$ cat config.mk
export PLATFORM = sky130hd
export DESIGN_NAME = vvpbc_merge_flat
export DESIGN_NICKNAME = d
export VERILOG_FILES = /design/src/design/vvpbc_pkg.sv /design/src/design/vvpbc_update_if.sv /design/src/design/vvpbc_merge.sv /design/src/flat_wrapper.sv
export SDC_FILE = /design/constraint.sdc
export NUM_CORES = 1
export LEC_CHECK = 0
export BUFFER_PORTS_ARGS = -buffer_cell sky130_fd_sc_hd__buf_4
export CORE_AREA = 3 3 221 223
export DETAILED_ROUTE_END_ITERATION = 8
export DIE_AREA = 0 0 224 226
export PLACE_DENSITY = 0.45
export SYNTH_ARGS = -nofsm -noshare
export SYNTH_HDL_FRONTEND = slang
export SYNTH_SLANG_ARGS = --single-unit
$ cat constraint.sdc
create_clock -name clk -period 12.1 [get_ports clk]
set_input_delay 2.42 -clock clk [delete_from_list [all_inputs] [get_ports clk]]
set_output_delay 2.42 -clock clk [all_outputs]
set_load 0.02 [all_outputs]
$ cat src/design/vvpbc_pkg.sv
// ----------------------------------------------------------------------------
// vvpbc_pkg
// Shared widths, types and helpers of the velocity Verlet update core.
// ----------------------------------------------------------------------------
package vvpbc_pkg;

    // field and register widths
    localparam int DATA_W    = 32;
    localparam int DT_W      = 24;
    localparam int LEN_W     = 31;
    localparam int CFG_W     = 31;
    localparam int CFG_ADDR_W = 2;
    localparam int NUM_AXES  = 3;

    // internal arithmetic widths
    localparam int PROD_W = DATA_W + DT_W + 1;   // signed 32 x unsigned 24
    localparam int SUM_W  = PROD_W + 1;          // v*dt + h*dt
    localparam int Q_W    = SUM_W + 1;           // p + shifted drift
    localparam int ADJ_W  = Q_W + 1;             // 2q and wrapped q

    // configuration register indexes
    typedef enum logic [CFG_ADDR_W-1:0] {
        CFG_TIME_STEP = 2'd0,
        CFG_BOX_LEN_X = 2'd1,
        CFG_BOX_LEN_Y = 2'd2,
        CFG_BOX_LEN_Z = 2'd3
    } cfg_idx_t;

    // request mode codes
    localparam logic REQ_DRIFT = 1'b0;
    localparam logic REQ_KICK  = 1'b1;

    // control carried beside the lanes
    typedef struct packed {
        logic valid;
        logic drift;
        logic last;
    } stage_ctrl_t;

    // what one lane hands to the merge stage
    typedef struct packed {
        logic [ADJ_W-1:0]  q_wrap;
        logic [DATA_W-1:0] pos;
        logic [DATA_W-1:0] vel;
    } lane_res_t;

    // clamp a wide signed value to the signed 32-bit range
    function automatic logic [DATA_W-1:0] sat32(input logic [ADJ_W-1:0] x);
        logic all_zero;
        logic all_one;
        all_zero = ~|x[ADJ_W-1:DATA_W-1];
        all_one  = &x[ADJ_W-1:DATA_W-1];
        if (all_zero || all_one)
            return x[DATA_W-1:0];
        else if (x[ADJ_W-1])
            return {1'b1, {(DATA_W-1){1'b0}}};
        else
            return {1'b0, {(DATA_W-1){1'b1}}};
    endfunction

endpackage

$ cat src/design/vvpbc_update_if.sv
// ----------------------------------------------------------------------------
// vvpbc_update_if
// Result channel: updated position and velocity of one atom per request.
// ----------------------------------------------------------------------------
interface vvpbc_update_if
    import vvpbc_pkg::*;
();

    logic              valid;
    logic              ready;
    logic [DATA_W-1:0] new_pos_x;
    logic [DATA_W-1:0] new_pos_y;
    logic [DATA_W-1:0] new_pos_z;
    logic [DATA_W-1:0] new_vel_x;
    logic [DATA_W-1:0] new_vel_y;
    logic [DATA_W-1:0] new_vel_z;
    logic              sweep_end;

    modport source (
        output valid, new_pos_x, new_pos_y, new_pos_z, new_vel_x, new_vel_y,
               new_vel_z, sweep_end,
        input  ready
    );

    modport sink (
        input  valid, new_pos_x, new_pos_y, new_pos_z, new_vel_x, new_vel_y,
               new_vel_z, sweep_end,
        output ready
    );

endinterface

$ cat src/design/vvpbc_merge.sv
// ----------------------------------------------------------------------------
// vvpbc_merge
// Combines the three lanes into one result: final clamp, kick-mode
// position pass-through and the output register with its stall enable.
// ----------------------------------------------------------------------------
module vvpbc_merge
    import vvpbc_pkg::*;
(
    input  logic                  clk,
    input  logic                  rst_n,
    input  stage_ctrl_t           ctrl,
    input  lane_res_t             lanes [NUM_AXES],
    output logic                  en,
    vvpbc_update_if.source        update
);

    logic              out_valid_reg;
    logic              out_last_reg;
    logic [DATA_W-1:0] out_pos_reg  [NUM_AXES];
    logic [DATA_W-1:0] out_vel_reg  [NUM_AXES];
    logic [DATA_W-1:0] out_pos_next [NUM_AXES];

    // whole pipeline moves when the output register is free or drained
    assign en = !out_valid_reg || update.ready;

    // clamp drifted positions, keep the input position on a kick
    always_comb
    begin
        for (int i = 0; i < NUM_AXES; i++)
        begin
            if (ctrl.drift)
                out_pos_next[i] = sat32(lanes[i].q_wrap);
            else
                out_pos_next[i] = lanes[i].pos;
        end
    end

    // output valid
    always_ff @(posedge clk or negedge rst_n)
    begin
        if (!rst_n)
            out_valid_reg <= 1'b0;
        else if (en)
            out_valid_reg <= ctrl.valid;
    end

    // output payload
    always_ff @(posedge clk)
    begin
        if (en)
        begin
            out_last_reg <= ctrl.last;
            for (int i = 0; i < NUM_AXES; i++)
            begin
                out_pos_reg[i] <= out_pos_next[i];
                out_vel_reg[i] <= lanes[i].vel;
            end
        end
    end

    assign update.valid     = out_valid_reg;
    assign update.new_pos_x = out_pos_reg[0];
    assign update.new_pos_y = out_pos_reg[1];
    assign update.new_pos_z = out_pos_reg[2];
    assign update.new_vel_x = out_vel_reg[0];
    assign update.new_vel_y = out_vel_reg[1];
    assign update.new_vel_z = out_vel_reg[2];
    assign update.sweep_end = out_last_reg;

endmodule

$ cat src/flat_wrapper.sv
// flat-port wrapper written by rule: the top's interface ports become plain ports
module vvpbc_merge_flat import vvpbc_pkg::*;
  (clk, rst_n, ctrl, lanes, en, update_valid, update_new_pos_x, update_new_pos_y, update_new_pos_z, update_new_vel_x, update_new_vel_y, update_new_vel_z, update_sweep_end, update_ready);
  vvpbc_update_if update_i ();
  input  logic clk;
  input  logic rst_n;
  input  stage_ctrl_t ctrl;
  input  lane_res_t lanes[NUM_AXES];
  output logic en;
  output wire logic [$bits(update_i.valid)-1:0] update_valid;
  output wire logic [$bits(update_i.new_pos_x)-1:0] update_new_pos_x;
  output wire logic [$bits(update_i.new_pos_y)-1:0] update_new_pos_y;
  output wire logic [$bits(update_i.new_pos_z)-1:0] update_new_pos_z;
  output wire logic [$bits(update_i.new_vel_x)-1:0] update_new_vel_x;
  output wire logic [$bits(update_i.new_vel_y)-1:0] update_new_vel_y;
  output wire logic [$bits(update_i.new_vel_z)-1:0] update_new_vel_z;
  output wire logic [$bits(update_i.sweep_end)-1:0] update_sweep_end;
  input wire logic [$bits(update_i.ready)-1:0] update_ready;
  assign update_valid = update_i.valid;
  assign update_new_pos_x = update_i.new_pos_x;
  assign update_new_pos_y = update_i.new_pos_y;
  assign update_new_pos_z = update_i.new_pos_z;
  assign update_new_vel_x = update_i.new_vel_x;
  assign update_new_vel_y = update_i.new_vel_y;
  assign update_new_vel_z = update_i.new_vel_z;
  assign update_sweep_end = update_i.sweep_end;
  assign update_i.ready = update_ready;
  vvpbc_merge u_core (.clk(clk), .rst_n(rst_n), .ctrl(ctrl), .lanes(lanes), .en(en), .update(update_i));
endmodule
Yosys cells after proc, flatten, opt, wreduce, memory -nomap -nowiden:

Memory sizes are Yosys's and may differ from the RTL's.
Index checks and enable logic that the tools add are counted.

* bits in registers: 2
* RAM bits: 192
* input bits: 378
* output and inout bits: 195
* memories: 2

* multiplexer cells: 11
* reduce and logical (&&, ||, !) cells: 14

Memories
* u_core.out_pos_reg: words 3, width 32, rd ports 3, clocked after memory_dff 0, wr ports 3, line vvpbc_merge.sv:19 `logic [DATA_W-1:0] out_pos_reg [NUM_AXES];`
* u_core.out_vel_reg: words 3, width 32, rd ports 3, clocked after memory_dff 0, wr ports 3, line vvpbc_merge.sv:20 `logic [DATA_W-1:0] out_vel_reg [NUM_AXES];`

Operators with widths (number)
* 32-bit two-way mux: 9
* 29-bit AND reduction: 3
* 29-bit OR reduction: 3
* 1-bit zero test: 4
* 1-bit logical OR: 4
* 1-bit two-way mux: 2

Longest topological paths before layout:

* depth in word-level cells: 5
* depth in mapped cells: 6

Worst setup path before layout:

OpenSTA, ideal clock, no wires.

* path type: input -> output
* from: input update_ready
* to: output en
* arrival time: 7.209 ns
* required time: 9.680 ns
* slack: 2.471 ns
* stages: 1
* path buffers: 0
* cell sequence: nand2b_1

* longest elaborated chain between the ends: 1

RTL lines
* start, declared: line flat_wrapper.sv:18 `input wire logic [$bits(update_i.ready)-1:0] update_ready;`
* 1-bit logical OR: line vvpbc_merge.sv:24 `assign en = !out_valid_reg || update.ready;`
* end, declared: line flat_wrapper.sv:9 `output logic en;`

Every way passes these cells.

Worst setup path after layout:

Same ends and word-level chain as after synthesis.

==> summary.md <==
| Metric | Value |
|---|---|
| Critical Path RT | `~9.7 ns` |
| Post-CTS Resized | `0` |
| Via count | `~6,300` |
| PD cells | `132 nW/um2` |
| Skew final | `between 0.009 and 0.01 ns` |
| CTS Buffer Depth | `2` |
| DRT Pass-1 Iters | `4` |
| Relative max-transition margin | `between 30% and 40%` |
| Post-route clock period utilization | `about 48%` |
| Fin worst setup slack | `roughly 6.3 ns` |
| Vias per cell | `about 4.0` |
| Clk_lat worst skew | `approximately 0.45 ns` |
| Pleak | `5.43 nW` |
| Post-layout instance area | `between 10,000 and 15,000 um2` |
| Sequential area share after synthesis | `78.7%` |
| Placer's final routability congestion estimate | `0.836` |
| Flops & latches, synth | `194` |
| TritonCTS clock tree | `yes` |
| Syn nets | `around 770` |
| Crit-path max FO | `55` |
| CP startpoint kind | `input port` |
| Pin count of the biggest net entering global routing | `74` |
| GRT Overall Usage | `11.9%` |
| Layout cell share with drive strength beyond 1 | `between 60 and 70%` |
| Core area | `46,800 um2` |
| Wire per inst | `20.3 um` |
| Die Ht | `roughly 230 um` |
| # H-tree levels | `4` |
| Clock Sinks | `194` |
| Worst-path clk slew | `approximately 0.08 ns` |
| Post-synth cell types | `21` |
| Max-capacitance violation count | `0` |
| DRT Wirelength | `32,200 um` |
| Drt drc | `0` |
| Setup WS pre-CTS | `6.21 ns` |
| Final Hold Viols | `0` |
| Hold-fix buffers at CTS | `0` |
| Final setup fails | `0` |
| Status | `completed` |
| Syn_area_per_cell | `~19 um2` |
| Global-route wire length before repair | `roughly 44,000 um` |
| CTS Buf Count | `17` |
| Die width | `224 um` |
| Total grt overflow | `0` |
| Max-slew violations | `0` |
| Slew @ Worst Pin | `around 1 ns` |
| Initial antenna violation count | `3` |
| Vias in the first global route | `about 6,600` |
| Post-Syn Area | `between 7000 and 8000 um2` |
| HPWL Detailed | `25,200 um` |
| Fin crit period | `slightly below 6 ns` |
| PortBufs | `572` |
| Total Neg Setup Slack | `0 ns` |
| Setup Buffers After CTS | `0` |
| VDD IR max | `0.0000748 V` |
| RSZ-0062 raised after global routing | `false` |
| Synth top area share | `around four fifths` |
| FP Rows | `79` |
| Initial core utilization | `15.8%` |
| CTS Root Cell | `clkbuf_16` |
| CP arrival | `about 3.4 ns` |
| Fmax | `~170 MHz` |
| Hold crit path type | `reg -> reg` |
| Cells after Synth | `about 400` |
| WS Path Type | `in -> out` |
| Antenna Nets Post-Route | `0` |
| Net count, final | `~1,300` |
| Area grow syn2layout | `75.7%` |
| Fill cells | `around 4,900` |
| Syn. warnings | `0` |
| DR iter-0 viols | `about 390` |
| Placed cell areas | `between 10,000 and 15,000 um2` |
| I/O Pins | `573` |
| Largest cells by area after synthesis | `edfxtp_1, a221o_1, a221o_2` |
| Die area | `50,600 um2` |
| Worst setup EP type | `primary output` |
| Cell taking the most area after synthesis | `edfxtp_1` |
-- area by class of cell --
type / instances / area [um2] / share of cell area, %
clock buffers: 17 / 425 / 3.27
diodes: 2 / 5.00 / 0.0385
flip-flops and latches: 194 / 5820 / 44.8
well taps: 607 / 759 / 5.85
multi-input cells: 167 / 1470 / 11.3
inverters: 1 / 5.00 / 0.0385
repair buffers: 579 / 4350 / 33.5
clock inverters: 15 / 164 / 1.26
-- layer usage --
layer  track usage, %  vias to the layer above  wire length [um]
met3             4.02                       39              2840
met4             5.20                        0               831
li1                 -                     2894                 -
met1             13.1                     3049             12000
met2             21.0                      365             16500
met5                0                        -                 0
-- cell usage in the layout (no fill, tap or decap), types with 2 or more instances in the layout --
cell type / netlist / final
o2bb2a_1: 2 / 2
nand3_1: 4 / 4
a221o_1: 63 / 63
nand4_1: 23 / 23
clkinv_8: 0 / 3
diode_2: 0 / 2
buf_4: 0 / 579
clkbuf_16: 0 / 17
a221o_2: 30 / 30
clkinv_4: 0 / 3
mux2_2: 3 / 3
nor2_1: 6 / 4
inv_6: 0 / 3
clkinv_2: 0 / 2
nand2_1: 2 / 2
nor3b_2: 0 / 2
nor4_1: 23 / 23
edfxtp_1: 193 / 193
nor3_1: 4 / 3
inv_8: 0 / 3
-- cells by family (layout without fill, tap and decap cells) --
family / count (synthesis) / in the layout / synth area share [%]
DFF: 194 / 194 / 78.7
buffers and inverters: 29 / 612 / 1.88
muxes: 3 / 3 / 0.457
and+or+nand+nor: 68 / 68 / 5.45
AOI/OAI and AO/OA: 96 / 96 / 13.5
other: 0 / 2 / 0
-- power breakdown --
part	switching (mW)	total, mW	leakage, nW	internal [mW]
clock	0.291	0.569	0.286	0.278
combinational	0.160	0.322	3.18	0.162
sequential	0.0170	0.822	1.97	0.805
total	0.468	1.71	5.43	1.24
-- synth_stat cells --
cell	instances
edfxtp_1	193
a221o_1	63
a221o_2	30
nand4_1	23
nor4_1	23
clkbuf_1	19
buf_2	6
nor2_1	6
nand3_1	4
nor3_1	4
buf_6	3
mux2_2	3
nand2_1	2
nand2b_1	2
nor3b_1	2
o2bb2a_1	2
and4_2	1
clkinv_1	1
dfrtp_1	1
o21a_2	1
or4_1	1
-- critical path, cell delays in order --
cell and delay [ns]:
buf_4 0.08, nand2b_4 0.61, buf_4 0.27
-- per-stage QoR --
| step | total power [mW] | instances | hold slack (ns) | utilization (%) |
|---|---|---|---|---|
| global placement | 1.16 | 1548 | 1.13 | 26.5 |
| CTS | 1.75 | 1580 | 1.14 | 27.8 |
| finish | 1.71 | 1582 | 1.06 | 27.8 |
| floorplan | 0.960 | 390 | 2.12 | - |
| detailed placement | 1.17 | 1548 | 1.13 | 26.5 |
| global route | 1.79 | 1582 | 1.19 | 27.8 |
-- final timing paths --
check / start / endpoint / cells past startpoint / slack, ns
min: u_core.update.valid / u_core.update.valid / 2 / 1.06
min in group asynchronous: rst_n / u_core.update.valid / 1 / 1.72
max: update_ready / en / 3 / 6.30
max in group asynchronous: rst_n / u_core.update.valid / 1 / 10.30
max reg2reg: u_core.update.valid / u_core.out_vel_reg[0][31] / 3 / 8.92
min reg2reg: u_core.update.valid / u_core.update.valid / 2 / 1.06
Note: power is estimated with default switching activity, not from simulation.
